$ cat config.mk
export PLATFORM = sky130hd
export DESIGN_NAME = timed_phase_sequencer_table_top
export DESIGN_NICKNAME = d
export VERILOG_FILES = /design/src/rtl/tpst_pkg.sv /design/src/rtl/timed_phase_sequencer_table_top.sv
export SDC_FILE = /design/constraint.sdc
export NUM_CORES = 2
export LEC_CHECK = 0
export ABC_AREA = 1
export BUFFER_PORTS_ARGS = -buffer_cell sky130_fd_sc_hd__buf_4
export CELL_PAD_IN_SITES_DETAIL_PLACEMENT = 1
export CELL_PAD_IN_SITES_GLOBAL_PLACEMENT = 2
export CORE_UTILIZATION = 40
export DETAILED_ROUTE_END_ITERATION = 8
export HOLD_SLACK_MARGIN = 0.1
export PLACE_DENSITY = 0.73
export SETUP_SLACK_MARGIN = 0.1
export SYNTH_ARGS = -nofsm -noshare
export SYNTH_HDL_FRONTEND = slang
export SYNTH_SLANG_ARGS = --single-unit
$ cat constraint.sdc
create_clock -name clk_i -period 8.5 [get_ports clk_i]
set_input_delay 0.425 -clock clk_i [delete_from_list [all_inputs] [get_ports clk_i]]
set_output_delay 0.425 -clock clk_i [all_outputs]
set_load 0.01 [all_outputs]
$ cat src/rtl/tpst_pkg.sv
// Shared constants, codes and types of the timed phase sequencer table.
package tpst_pkg;

  localparam int unsigned MAX_SEQUENCES = 4;
  localparam int unsigned MAX_PHASES    = 8;

  localparam int unsigned SL_W   = (MAX_SEQUENCES > 1) ? $clog2(MAX_SEQUENCES) : 1;
  localparam int unsigned PH_W   = (MAX_PHASES > 1) ? $clog2(MAX_PHASES) : 1;
  localparam int unsigned CNT_W  = $clog2(MAX_PHASES + 1);
  localparam int unsigned DEPTH  = MAX_SEQUENCES * MAX_PHASES;
  localparam int unsigned ADDR_W = (DEPTH > 1) ? $clog2(DEPTH) : 1;

  localparam int unsigned HANDLE_W = 64;
  localparam int unsigned CODE_W   = 32;
  localparam int unsigned TIME_W   = 32;
  localparam int unsigned TIMER_W  = 33;

  localparam int unsigned IN_DATA_W  = 160;
  localparam int unsigned IN_USER_W  = 3;
  localparam int unsigned OUT_DATA_W = 104;
  localparam int unsigned OUT_USER_W = 3;

  localparam logic [TIME_W-1:0] ONE_Q16 = 32'h0001_0000;

  typedef enum logic [1:0] {
    KIND_START = 2'd0,
    KIND_STOP  = 2'd1,
    KIND_TICK  = 2'd2,
    KIND_NONE  = 2'd3
  } kind_e;

  typedef enum logic [2:0] {
    EV_SCENE_BEGIN = 3'd0,
    EV_PHASE_BEGIN = 3'd1,
    EV_PHASE_END   = 3'd2,
    EV_SCENE_END   = 3'd3,
    EV_ERROR       = 3'd4
  } event_e;

  typedef enum logic [1:0] {
    ERR_NONE      = 2'd0,
    ERR_FULL      = 2'd1,
    ERR_TOO_MANY  = 2'd2
  } err_e;

  typedef enum logic [12:0] {
    ST_IDLE   = 13'b0000000000001,
    ST_COPY   = 13'b0000000000010,
    ST_SRD    = 13'b0000000000100,
    ST_EMIT1  = 13'b0000000001000,
    ST_EMIT2  = 13'b0000000010000,
    ST_TSCAN  = 13'b0000000100000,
    ST_TCHK   = 13'b0000001000000,
    ST_TRD_E  = 13'b0000010000000,
    ST_TEM_E  = 13'b0000100000000,
    ST_TRD_B  = 13'b0001000000000,
    ST_TEM_B  = 13'b0010000000000,
    ST_TEM_SE = 13'b0100000000000,
    ST_FLUSH  = 13'b1000000000000
  } state_e;

  typedef struct packed {
    event_e              ev;
    logic [HANDLE_W-1:0] id;
    logic [CODE_W-1:0]   phase;
    err_e                err;
  } result_t;

endpackage

$ cat src/rtl/timed_phase_sequencer_table_top.sv
// Top level of the timed phase sequencer table: entry table, phase memory and sequencer.
// Steps per item: a start element is staged; a commit copies the staged codes, emits scene
// begin and phase begin, then flushes; an error or empty start emits, then flushes; a stop reads.
// A stop then emits phase end and scene end. Tick: a scan over all entries picks the active entry
// with the lowest handle; each check that fires emits phase end, then phase begin or scene end.
// Reset (rst_ni low, asynchronous) clears valid bits and control, not the phase memory.
module timed_phase_sequencer_table_top
  import tpst_pkg::*;
(
  input  logic                  clk_i,
  input  logic                  rst_ni,
  input  logic                  s_axis_tvalid_i,
  output logic                  s_axis_tready_o,
  // scene_handle[63:0], phase_code[95:64], period[127:96], elapsed[159:128]
  input  logic [IN_DATA_W-1:0]  s_axis_tdata_i,
  // kind[1:0], empty_list[2]
  input  logic [IN_USER_W-1:0]  s_axis_tuser_i,
  input  logic                  s_axis_tlast_i,
  output logic                  m_axis_tvalid_o,
  input  logic                  m_axis_tready_i,
  // scene_id[63:0], phase_value[95:64], error_code[97:96], zero fill[103:98]
  output logic [OUT_DATA_W-1:0] m_axis_tdata_o,
  // event_res[2:0]
  output logic [OUT_USER_W-1:0] m_axis_tuser_o,
  output logic                  m_axis_tlast_o
);

  // input fields
  logic [HANDLE_W-1:0] in_handle;
  logic [CODE_W-1:0]   in_code;
  logic [TIME_W-1:0]   in_period;
  logic [TIME_W-1:0]   in_elapsed;
  kind_e               in_kind;
  logic                in_empty;

  assign in_handle  = s_axis_tdata_i[63:0];
  assign in_code    = s_axis_tdata_i[95:64];
  assign in_period  = s_axis_tdata_i[127:96];
  assign in_elapsed = s_axis_tdata_i[159:128];
  assign in_kind    = kind_e'(s_axis_tuser_i[1:0]);
  assign in_empty   = s_axis_tuser_i[2];

  // entry table
  logic [MAX_SEQUENCES-1:0] valid_q;
  logic [HANDLE_W-1:0]      handle_q [MAX_SEQUENCES];
  logic [TIME_W-1:0]        period_q [MAX_SEQUENCES];
  logic [TIMER_W-1:0]       timer_q  [MAX_SEQUENCES];
  logic [CNT_W-1:0]         cur_q    [MAX_SEQUENCES];
  logic [CNT_W-1:0]         count_q  [MAX_SEQUENCES];

  // staging list
  logic [CODE_W-1:0] stage_q [MAX_PHASES];
  logic [CNT_W-1:0]  fill_q;
  logic              ovf_q;

  // phase memory
  logic [CODE_W-1:0] mem [DEPTH];
  logic [CODE_W-1:0] rdata_q;
  logic [ADDR_W-1:0] rd_addr, wr_addr;
  logic              wr_en;

  // sequencer
  state_e            state_q;
  logic [SL_W-1:0]   slot_q;
  logic [PH_W-1:0]   ci_q;
  logic [CNT_W-1:0]  copy_n_q;
  logic [HANDLE_W-1:0] id_q;
  logic [CODE_W-1:0] ph_q;
  event_e            e1_q, e2_q;
  err_e              err_q;
  logic              has_e2_q;
  logic [TIME_W-1:0] dt_q;
  logic [MAX_SEQUENCES-1:0] done_q;
  logic [SL_W-1:0]   sc_q, best_q;
  logic              best_v_q;

  // result holding and output
  result_t pend_q, out_q;
  logic    pend_v_q, m_valid_q, m_last_q;

  logic    s_fire, out_free, can_emit;
  logic    emit_req;
  result_t emit_res;

  assign s_axis_tready_o = (state_q == ST_IDLE);
  assign s_fire          = s_axis_tvalid_i && s_axis_tready_o;
  assign out_free        = !m_valid_q || m_axis_tready_i;
  assign can_emit        = !pend_v_q || out_free;

  assign m_axis_tvalid_o = m_valid_q;
  assign m_axis_tuser_o  = out_q.ev;
  assign m_axis_tlast_o  = m_last_q;
  assign m_axis_tdata_o  = {6'd0, out_q.err, out_q.phase, out_q.id};

  // lookup by handle and first free slot
  logic            hit, free_v;
  logic [SL_W-1:0] hit_idx, free_idx;
  always_comb begin
    hit = 1'b0;
    hit_idx = '0;
    free_v = 1'b0;
    free_idx = '0;
    for (int i = 0; i < MAX_SEQUENCES; i++) begin
      if (valid_q[i] && handle_q[i] == in_handle && !hit) begin
        hit = 1'b1;
        hit_idx = SL_W'(i);
      end
      if (!valid_q[i] && !free_v) begin
        free_v = 1'b1;
        free_idx = SL_W'(i);
      end
    end
  end

  // scan step: one candidate entry per cycle
  logic            cand, take;
  logic [SL_W-1:0] sel;
  logic            sel_v;
  always_comb begin
    cand  = valid_q[sc_q] && !done_q[sc_q];
    take  = cand && (!best_v_q || handle_q[sc_q] < handle_q[best_q]);
    sel   = take ? sc_q : best_q;
    sel_v = take || best_v_q;
  end

  logic [TIMER_W-1:0] per_ext;
  logic               fire_ok;
  logic [CNT_W-1:0]   cur_next;
  assign per_ext  = {1'b0, period_q[slot_q]};
  assign fire_ok  = (cur_q[slot_q] < count_q[slot_q]) && (timer_q[slot_q] >= per_ext);
  assign cur_next = cur_q[slot_q] + CNT_W'(1);

  assign rd_addr = ADDR_W'(slot_q) * ADDR_W'(MAX_PHASES) + ADDR_W'(cur_q[slot_q]);
  assign wr_addr = ADDR_W'(slot_q) * ADDR_W'(MAX_PHASES) + ADDR_W'(ci_q);
  assign wr_en   = (state_q == ST_COPY);

  always_ff @(posedge clk_i) begin
    if (wr_en) begin
      mem[wr_addr] <= stage_q[ci_q];
    end
    rdata_q <= mem[rd_addr];
  end

  // result to emit this cycle
  always_comb begin
    emit_req = 1'b0;
    emit_res.ev    = e1_q;
    emit_res.id    = id_q;
    emit_res.phase = '0;
    emit_res.err   = ERR_NONE;
    unique case (state_q)
      ST_EMIT1: begin
        emit_req = 1'b1;
        emit_res.ev = e1_q;
        emit_res.phase = (e1_q == EV_PHASE_END) ? rdata_q : '0;
        emit_res.err = err_q;
      end
      ST_EMIT2: begin
        emit_req = 1'b1;
        emit_res.ev = e2_q;
        emit_res.phase = (e2_q == EV_PHASE_BEGIN) ? ph_q : '0;
      end
      ST_TEM_E: begin
        emit_req = 1'b1;
        emit_res.ev = EV_PHASE_END;
        emit_res.phase = rdata_q;
      end
      ST_TEM_B: begin
        emit_req = 1'b1;
        emit_res.ev = EV_PHASE_BEGIN;
        emit_res.phase = rdata_q;
      end
      ST_TEM_SE: begin
        emit_req = 1'b1;
        emit_res.ev = EV_SCENE_END;
      end
      default: begin
        emit_req = 1'b0;
      end
    endcase
  end

  // result holding register and output register
  always_ff @(posedge clk_i or negedge rst_ni) begin
    if (!rst_ni) begin
      pend_v_q  <= 1'b0;
      m_valid_q <= 1'b0;
    end else begin
      if (emit_req && can_emit) begin
        m_valid_q <= pend_v_q || (m_valid_q && !m_axis_tready_i);
        pend_v_q  <= 1'b1;
      end else if (state_q == ST_FLUSH && pend_v_q && out_free) begin
        m_valid_q <= 1'b1;
        pend_v_q  <= 1'b0;
      end else if (m_axis_tready_i) begin
        m_valid_q <= 1'b0;
      end
    end
  end

  always_ff @(posedge clk_i) begin
    if (emit_req && can_emit) begin
      if (pend_v_q) begin
        out_q    <= pend_q;
        m_last_q <= 1'b0;
      end
      pend_q <= emit_res;
    end else if (state_q == ST_FLUSH && pend_v_q && out_free) begin
      out_q    <= pend_q;
      m_last_q <= 1'b1;
    end
  end

  // sequencer control and entry table
  always_ff @(posedge clk_i or negedge rst_ni) begin
    if (!rst_ni) begin
      state_q  <= ST_IDLE;
      valid_q  <= '0;
      fill_q   <= '0;
      ovf_q    <= 1'b0;
      done_q   <= '0;
      sc_q     <= '0;
      best_v_q <= 1'b0;
    end else begin
      unique case (state_q)
        ST_IDLE: begin
          if (s_fire) begin
            id_q <= in_handle;
            unique case (in_kind)
              KIND_START: begin
                if (in_empty) begin
                  fill_q   <= '0;
                  ovf_q    <= 1'b0;
                  if (hit) valid_q[hit_idx] <= 1'b0;
                  e1_q     <= EV_SCENE_BEGIN;
                  e2_q     <= EV_SCENE_END;
                  err_q    <= ERR_NONE;
                  has_e2_q <= 1'b1;
                  state_q  <= ST_EMIT1;
                end else if (!s_axis_tlast_i) begin
                  if (fill_q < CNT_W'(MAX_PHASES)) begin
                    stage_q[fill_q[PH_W-1:0]] <= in_code;
                    fill_q <= fill_q + CNT_W'(1);
                  end else begin
                    ovf_q <= 1'b1;
                  end
                end else if (ovf_q || fill_q == CNT_W'(MAX_PHASES)) begin
                  fill_q   <= '0;
                  ovf_q    <= 1'b0;
                  e1_q     <= EV_ERROR;
                  err_q    <= ERR_TOO_MANY;
                  has_e2_q <= 1'b0;
                  state_q  <= ST_EMIT1;
                end else if (!hit && !free_v) begin
                  fill_q   <= '0;
                  e1_q     <= EV_ERROR;
                  err_q    <= ERR_FULL;
                  has_e2_q <= 1'b0;
                  state_q  <= ST_EMIT1;
                end else begin
                  stage_q[fill_q[PH_W-1:0]] <= in_code;
                  slot_q <= hit ? hit_idx : free_idx;
                  valid_q[hit ? hit_idx : free_idx]  <= 1'b1;
                  handle_q[hit ? hit_idx : free_idx] <= in_handle;
                  period_q[hit ? hit_idx : free_idx] <=
                    (in_period != '0) ? in_period : ONE_Q16;
                  timer_q[hit ? hit_idx : free_idx]  <= '0;
                  cur_q[hit ? hit_idx : free_idx]    <= '0;
                  count_q[hit ? hit_idx : free_idx]  <= fill_q + CNT_W'(1);
                  copy_n_q <= fill_q + CNT_W'(1);
                  ph_q     <= (fill_q == '0) ? in_code : stage_q[0];
                  fill_q   <= '0;
                  ci_q     <= '0;
                  e1_q     <= EV_SCENE_BEGIN;
                  e2_q     <= EV_PHASE_BEGIN;
                  err_q    <= ERR_NONE;
                  has_e2_q <= 1'b1;
                  state_q  <= ST_COPY;
                end
              end
              KIND_STOP: begin
                if (hit) begin
                  valid_q[hit_idx] <= 1'b0;
                  slot_q   <= hit_idx;
                  e1_q     <= EV_PHASE_END;
                  e2_q     <= EV_SCENE_END;
                  err_q    <= ERR_NONE;
                  has_e2_q <= 1'b1;
                  state_q  <= ST_SRD;
                end
              end
              KIND_TICK: begin
                dt_q     <= in_elapsed;
                done_q   <= '0;
                sc_q     <= '0;
                best_v_q <= 1'b0;
                state_q  <= ST_TSCAN;
              end
              KIND_NONE: begin
                state_q <= ST_IDLE;
              end
            endcase
          end
        end
        ST_COPY: begin
          // one staged code per cycle into the slot's region
          if (CNT_W'(ci_q) + CNT_W'(1) == copy_n_q) begin
            state_q <= ST_EMIT1;
          end else begin
            ci_q <= ci_q + PH_W'(1);
          end
        end
        ST_SRD: begin
          state_q <= ST_EMIT1;
        end
        ST_EMIT1: begin
          if (can_emit) state_q <= has_e2_q ? ST_EMIT2 : ST_FLUSH;
        end
        ST_EMIT2: begin
          if (can_emit) state_q <= ST_FLUSH;
        end
        ST_TSCAN: begin
          best_q <= sel;
          if (sc_q == SL_W'(MAX_SEQUENCES - 1)) begin
            sc_q     <= '0;
            best_v_q <= 1'b0;
            if (sel_v) begin
              slot_q       <= sel;
              id_q         <= handle_q[sel];
              done_q[sel]  <= 1'b1;
              timer_q[sel] <= timer_q[sel] + {1'b0, dt_q};
              state_q      <= ST_TCHK;
            end else begin
              state_q <= ST_FLUSH;
            end
          end else begin
            best_v_q <= sel_v;
            sc_q     <= sc_q + SL_W'(1);
          end
        end
        ST_TCHK: begin
          if (fire_ok) begin
            timer_q[slot_q] <= timer_q[slot_q] - per_ext;
            state_q <= ST_TRD_E;
          end else begin
            state_q <= ST_TSCAN;
          end
        end
        ST_TRD_E: begin
          state_q <= ST_TEM_E;
        end
        ST_TEM_E: begin
          if (can_emit) begin
            cur_q[slot_q] <= cur_next;
            if (cur_next < count_q[slot_q]) begin
              state_q <= ST_TRD_B;
            end else begin
              valid_q[slot_q] <= 1'b0;
              state_q <= ST_TEM_SE;
            end
          end
        end
        ST_TRD_B: begin
          state_q <= ST_TEM_B;
        end
        ST_TEM_B: begin
          if (can_emit) state_q <= ST_TCHK;
        end
        ST_TEM_SE: begin
          if (can_emit) state_q <= ST_TSCAN;
        end
        ST_FLUSH: begin
          if (!pend_v_q || out_free) state_q <= ST_IDLE;
        end
        default: begin
          state_q <= ST_IDLE;
        end
      endcase
    end
  end

endmodule

Word-level counts from Yosys, hierarchy flattened
Memory sizes are Yosys's and may differ from the RTL's. A register that Yosys moved wholly into a read port is not among the register bits.
Index checks and enable logic that the tools add are counted.
- memories kept: 7
- input port bits: 168
- logic and storage cells: 387
- RAM bits: 1828
- bits in registers: 350
- output and inout port bits: 110
- memories (name ; depth ; width ; rd ports ; clocked after Yosys merged registers in ; wr ports ; line ; RTL):
    mem ; 32 ; 32 ; 1 ; 1 ; 1 ; timed_phase_sequencer_table_top.sv:57 ; logic [CODE_W-1:0] mem [DEPTH];
    handle_q ; 4 ; 64 ; 7 ; 1 ; 1 ; timed_phase_sequencer_table_top.sv:45 ; logic [HANDLE_W-1:0] handle_q [MAX_SEQUENCES];
    stage_q ; 8 ; 32 ; 2 ; 2 ; 1 ; timed_phase_sequencer_table_top.sv:52 ; logic [CODE_W-1:0] stage_q [MAX_PHASES];
    timer_q ; 4 ; 33 ; 2 ; 1 ; 1 ; timed_phase_sequencer_table_top.sv:47 ; logic [TIMER_W-1:0] timer_q [MAX_SEQUENCES];
    period_q ; 4 ; 32 ; 1 ; 1 ; 1 ; timed_phase_sequencer_table_top.sv:46 ; logic [TIME_W-1:0] period_q [MAX_SEQUENCES];
    count_q ; 4 ; 4 ; 1 ; 1 ; 1 ; timed_phase_sequencer_table_top.sv:49 ; logic [CNT_W-1:0] count_q [MAX_SEQUENCES];
    1 more memories ; - ; - ; - ; - ; - ; - ;
- equal/unequal tests: 59
- bitwise logic cells: 10
- $lt $le $gt $ge: 14
- $add $sub $neg: 9
- multiplexer cells: 182
- reductions and logical operators: 78
- operators with widths (operator ; count):
    101-bit 2-to-1 mux ; 3
    64-bit equality test ; 4
    64-bit 2-to-1 mux ; 3
    13-bit 2-to-1 mux ; 14
    13-bit case mux with 13 select lines ; 1
    32-bit 2-to-1 mux ; 4
    64-bit case mux with 2 select lines ; 1
    32-bit case mux with 3 select lines ; 1
    4-bit 2-to-1 mux ; 18
    1-bit 2-to-1 mux ; 66
    33-bit 2-to-1 mux ; 2
    33-bit OR reduction ; 2
    64-bit < comparator ; 1
    2-bit 2-to-1 mux ; 29
    3-bit 2-to-1 mux ; 18
    13-bit case mux with 4 select lines ; 1
    33-bit by 32-bit adder with 33-bit output ; 1
    33-bit by 32-bit >= comparator with 1-bit output ; 1
    33-bit by 32-bit subtractor with 33-bit output ; 1
    32-bit nonzero test ; 1
    2-bit inequality test, second input constant ; 15
    1-bit logical AND ; 28
    3-bit inequality test, second input constant ; 9
    4-bit case mux with 2 select lines ; 3
    62 further kinds ; 125

Logic depth before layout (Yosys ltp)
An unclocked memory read counts as a cell.
- depth after elaboration: 26
- depth in mapped cells: 49

Worst setup path before layout
Ideal clock, no wire load.
- path kind: input-to-reg
- start: in s_axis_tdata_i[28]
- end: mem count_q[1][0] in the netlist's numbering (enable)
- required time: 7.940 ns
- slack: 1.701 ns
- stages: 12
- arrival: 6.239 ns
- path through: buf_4 > inv_1 > nor2_1 > nor4_1 > nand4_1 > nor4_1 > nand3_1 > nand2_1 > nor2_1 > nand3b_1 > nand4_2 > nor2_1
- word-level cells in the longest chain between the ends: 23
- elaborated cells on any way between the ends: 33
- those cells by class: 4 x eq/ne; 16 x mux; 13 x reduce/logical
- ends and longest elaborated chain (what ; line ; RTL):
    start: declaration ; timed_phase_sequencer_table_top.sv:15 ; input logic [IN_DATA_W-1:0] s_axis_tdata_i,
    64-bit equality test ; timed_phase_sequencer_table_top.sv:104 ; if (valid_q[i] && handle_q[i] == in_handle && !hit) begin
    1-bit logical AND ; timed_phase_sequencer_table_top.sv:104 ;
    1-bit 2-to-1 mux ; timed_phase_sequencer_table_top.sv:104 ;
    1-bit logical NOT ; timed_phase_sequencer_table_top.sv:104 ;
    1-bit logical AND ; timed_phase_sequencer_table_top.sv:104 ;
    1-bit 2-to-1 mux ; timed_phase_sequencer_table_top.sv:104 ;
    1-bit logical NOT ; timed_phase_sequencer_table_top.sv:104 ;
    1-bit logical AND ; timed_phase_sequencer_table_top.sv:104 ;
    (+7 left out) ; - ;
    1-bit 2-to-1 mux ; timed_phase_sequencer_table_top.sv:247 ; end else if (ovf_q || fill_q == CNT_W'(MAX_PHASES)) begin
    1-bit 2-to-1 mux ; timed_phase_sequencer_table_top.sv:240 ; end else if (!s_axis_tlast_i) begin
    1-bit 2-to-1 mux ; timed_phase_sequencer_table_top.sv:231 ; if (in_empty) begin
    1-bit 2-to-1 mux ; timed_phase_sequencer_table_top.sv:229 ; unique case (in_kind)
    1-bit 2-to-1 mux ; timed_phase_sequencer_table_top.sv:227 ; if (s_fire) begin
    1-bit 2-to-1 mux ; timed_phase_sequencer_table_top.sv:225 ; unique case (state_q)
    1-bit logical AND (implied by the code) ; timed_phase_sequencer_table_top.sv:269 ; count_q[hit ? hit_idx : free_idx] <= fill_q + CNT_W'(1);
    1-bit 2-to-1 mux ; timed_phase_sequencer_table_top.sv:269 ;
    end: declaration ; timed_phase_sequencer_table_top.sv:49 ;
Several ways; a longest one is shown, not always the timed one.

Final worst setup path
- start: reg sc_q[1]
- end: mem timer_q[2][32] (data pin)
- word-level cells in the longest chain between the ends: 14
- elaborated cells on any way between the ends: 23
- those cells by class: 1 x add/sub; 1 x order compare; 1 x eq/ne; 11 x mux; 7 x reduce/logical; 2 x memory
- ends and longest elaborated chain (what ; line ; RTL):
    start: declaration ; timed_phase_sequencer_table_top.sv:74 ; logic [SL_W-1:0] sc_q, best_q;
    start signal: assignment ; timed_phase_sequencer_table_top.sv:338 ; sc_q <= sc_q + SL_W'(1);
    parallel branches: the longest is 12 deep, another holds memory 4 x 64 bit ; - ;
    33-bit 2-to-1 mux (no source line) * (2 in series) ; - ;
    end: declaration ; timed_phase_sequencer_table_top.sv:47 ;
Every way passes the cells marked *. The select of a mux whose other input is x is not followed.

==> impl_results.md <==
- Gr usage total: 27.4%
- Peak VDD IR: 0.359 mV
- Critical path class: flip-flop to flip-flop
- Row Count: 184
- Async S/R FF share, synth: 1.38%
- Critical Path AT: 8.20 ns
- R2R setup slack: 0.90 ns
- CORE AREA: 0.251 mm2
- CTS tree: done
- Remaining antenna violation count: 0
- Cell with the most instances after synthesis: edfxtp_1
- Die Wd: 505 um
- Synth area leaders: edfxtp_1 65%, nor2_1 4.8%, nand2_1 4.5%
- Initial antenna violation count: 19
- First-pass GRT wire length: 519 mm
- Unrepaired setup endpoints after global routing: false
- Crit path to: timer_q[2][32]
- Clk Latency, worst-skew pair: 0.94 ns
- Most area-hungry cell type in the Yosys netlist: edfxtp_1
- Synth Area in Simple Gates: 12.3%
- Vias per Instance: 5.70
- Final hold vios: 0
- Max Clock Skew: 0.0964 ns
- Synth-to-Final Area Change: 15.9%
- Number of I/O port buffers: 271
- Critical Path Max Stage Delay: 0.43 ns
- Predominant post-synthesis flop cell: edfxtp_1
- Post-synth EDFFs: 2176
- Overflow after GRT: 0
- # setup viols final: 0
- Vias in the first global route: 75700
- Wirelength, routed: 355 mm
- Die footprint: 0.255 mm2
- Commonest cells in the netlist: 2176 x edfxtp_1, 1294 x nor2_1, 1202 x nand2_1, 845 x o21ai_0, 764 x inv_1
- Largest family of logic cells by synthesized area: compound AO/OA/AOI/OAI gates
- Fin crit share: 89.4%
- Leakage power: 42.1 nW
- Post-synthesis mux area share: 0%
- Die height: 505 um
- Worst Tran Pin Value: 1.25 ns
- Critical path launch point type: flip-flop
- YS warnings: 0
- PwrDens: 333 mW/mm2
- Fin. max-slew vios: 0
- Synth Register Bits: 2246
- Detailed-route via count: 74300
- Syn Inst Count: 9133
- Seq/Total Area, Yosys: 66.2%
- Avg Synthesized Cell Area: 11.1 um2
- Final GP Congestion: 0.969
- Crit-path max FO: 47
- Post-route DRC: 0
- Setup TNS Final: 0 ns
- Netlist cell types: 70
- Xor and xnor area share after synthesis: 1.46%
- Required time worst endpoint: 9.10 ns
- Synth top area share: 64.7%
- Hold crit path type: input port to flip-flop
- WL/cell: 27.2 um
- # H-tree levels: 4
- Outcome: finished clean
- Crit path buffers/inverters: 5
- Share of cells above drive strength 1: 10.3%
- Critical path origin: sc_q[1]
- Detailed Place HPWL: 227 mm
- Final min period: 7.60 ns
- Worst path depth: 40
- CP max-delay cell: o21ai_4
- Critical path's top delay family: compound AO/OA/AOI/OAI gates
- Reg2reg path depth: 40
- Final net count: 9774
- Compound-Gate Fraction of Synth Area: 13.1%
- Max-slew headroom: 16.0%
- CP most frequent cell: nand2_1
- Clock-pin transition on the worst setup and hold timing paths: 0.07 ns
- Synth Area in Adders: 1.81%
- Router iterations before antenna repair: 6
- FMAX: 132 MHz
- Cell Area, Synth: 0.101 mm2
- Worst Slack Setup Final: 0.897 ns
- Largest net degree at the start of global routing: 190
- Root buffer cell: clkbuf_16
- Initial core utilization: 40.2%
- TritonCTS Buffers: 238
- Top-level I/O count: 278
- Clock buffer depth: 3
- Drt first-iter violations: 6379
- RR Endpoint: timer_q[2][32]
- Reg-to-Reg Start: sc_q[1]
- MaxCap Viol Count: 0
- Setup WS pre-CTS: 0.914 ns
- CTS sink count: 2246
- CP Capture Type: flip-flop
-- worst min-delay path by stage --
stage | startpoint | end | slack (ns) | cells past startpoint
after floorplan | rst_ni | best_v_q | 0.13 | 0
after global placement | pend_q[76] | m_axis_tdata_o[42] | 0.40 | 0
after detailed placement | pend_q[86] | m_axis_tdata_o[52] | 0.41 | 0
after CTS | s_axis_tdata_i[137] | dt_q[9] | 0.14 | 2
after global routing | s_axis_tdata_i[137] | dt_q[9] | 0.18 | 2
final | s_axis_tdata_i[137] | dt_q[9] | 0.21 | 2
-- logic make-up after synthesis --
| kind of cell | after synthesis |
|---|---|
| compound gates | 2229 |
| xor+xnor | 168 |
| fa+ha+maj | 145 |
| buf+inv | 1321 |
| flops | 2246 |
| other cells | 1 |
| simple gates | 3023 |
-- state kept, by name, indices dropped and copies added (netlist names), 4 cells and up, named ones only --
signal,flops
copy_n_q,4
count_q,16
cur_q,16
done_q,4
dt_q,32
fill_q,4
handle_q,256
id_q,64
m_axis_tdata_o,98
mem,1024
pend_q,101
period_q,128
ph_q,32
rdata_q,32
stage_q,256
state_q,13
timer_q,132
valid_q,4
-- placed cells by master (no fill, tap or decap), types with 33 or more instances in the layout --
master	Yosys	final
nor2_4	1	49
or2_2	49	49
buf_4	17	432
inv_1	764	755
nand2_1	1202	1200
a32o_1	42	42
dlygate4sd3_1	0	172
nor4_1	58	57
a31oi_1	73	40
xor2_1	113	112
clkinv_1	5	60
nand3_1	172	172
xnor2_1	55	55
and3_1	33	33
nor3_1	71	66
clkbuf_16	0	240
clkinv_2	0	49
ha_1	143	142
clkbuf_1	425	47
nand4_1	103	103
edfxtp_1	2176	2176
dfxtp_1	39	34
o21ai_0	845	845
o211ai_1	85	85
nor2_1	1294	1246
o22ai_1	153	153
o311ai_0	225	225
a21oi_1	635	634
-- per-layer routing --
metal / global-route usage, % / wire length, um
met1: 38.9 / 160000
met5: 0 / 19
met2: 44.3 / 166000
met4: 6.96 / 8390
met3: 3.51 / 20500
-- through the flow --
stage / util [%] / hold WS [ns] / power [W] / instances / area, um2
floorplan: - / 0.129 / 0.0227 / 9138 / 101000
global placement: 42.8 / 0.402 / 0.0282 / 12400 / 107000
detailed placement: 42.8 / 0.405 / 0.0285 / 12400 / 107000
CTS: 46.6 / 0.144 / 0.0392 / 13000 / 117000
global route: 46.6 / 0.179 / 0.0410 / 13000 / 117000
finish: 46.6 / 0.214 / 0.0390 / 13000 / 117000
-- where the power goes --
group	total, W	switching, W	internal, W	leakage (nW)
sequential	0.0135	0.000272	0.0133	20.3
clock	0.0106	0.00460	0.00599	3.85
combinational	0.0149	0.0108	0.00414	17.9
total	0.0390	0.0156	0.0234	42.1
-- cell type report --
class / count / area [um2]
antenna: 8 / 20.0
clock buffer: 289 / 6210
timing repair buffer: 626 / 5410
inverter: 778 / 2950
multi-input combinational: 5571 / 29700
tap: 3348 / 4190
clock inverter: 163 / 1740
fill: 26500 / 134000
sequential: 2246 / 66900
-- timing repair --
| action | CTS | global route |
|---|---|---|
| buffers inserted | 0 | 0 |
| endpoints found under the hold margin | 817 | 0 |
| resized for setup | 0 | 1 |
| setup endpoints to repair | 0 | 4 |
| hold buffers | 173 | 0 |
Note: power is estimated with default switching activity, not from simulation.
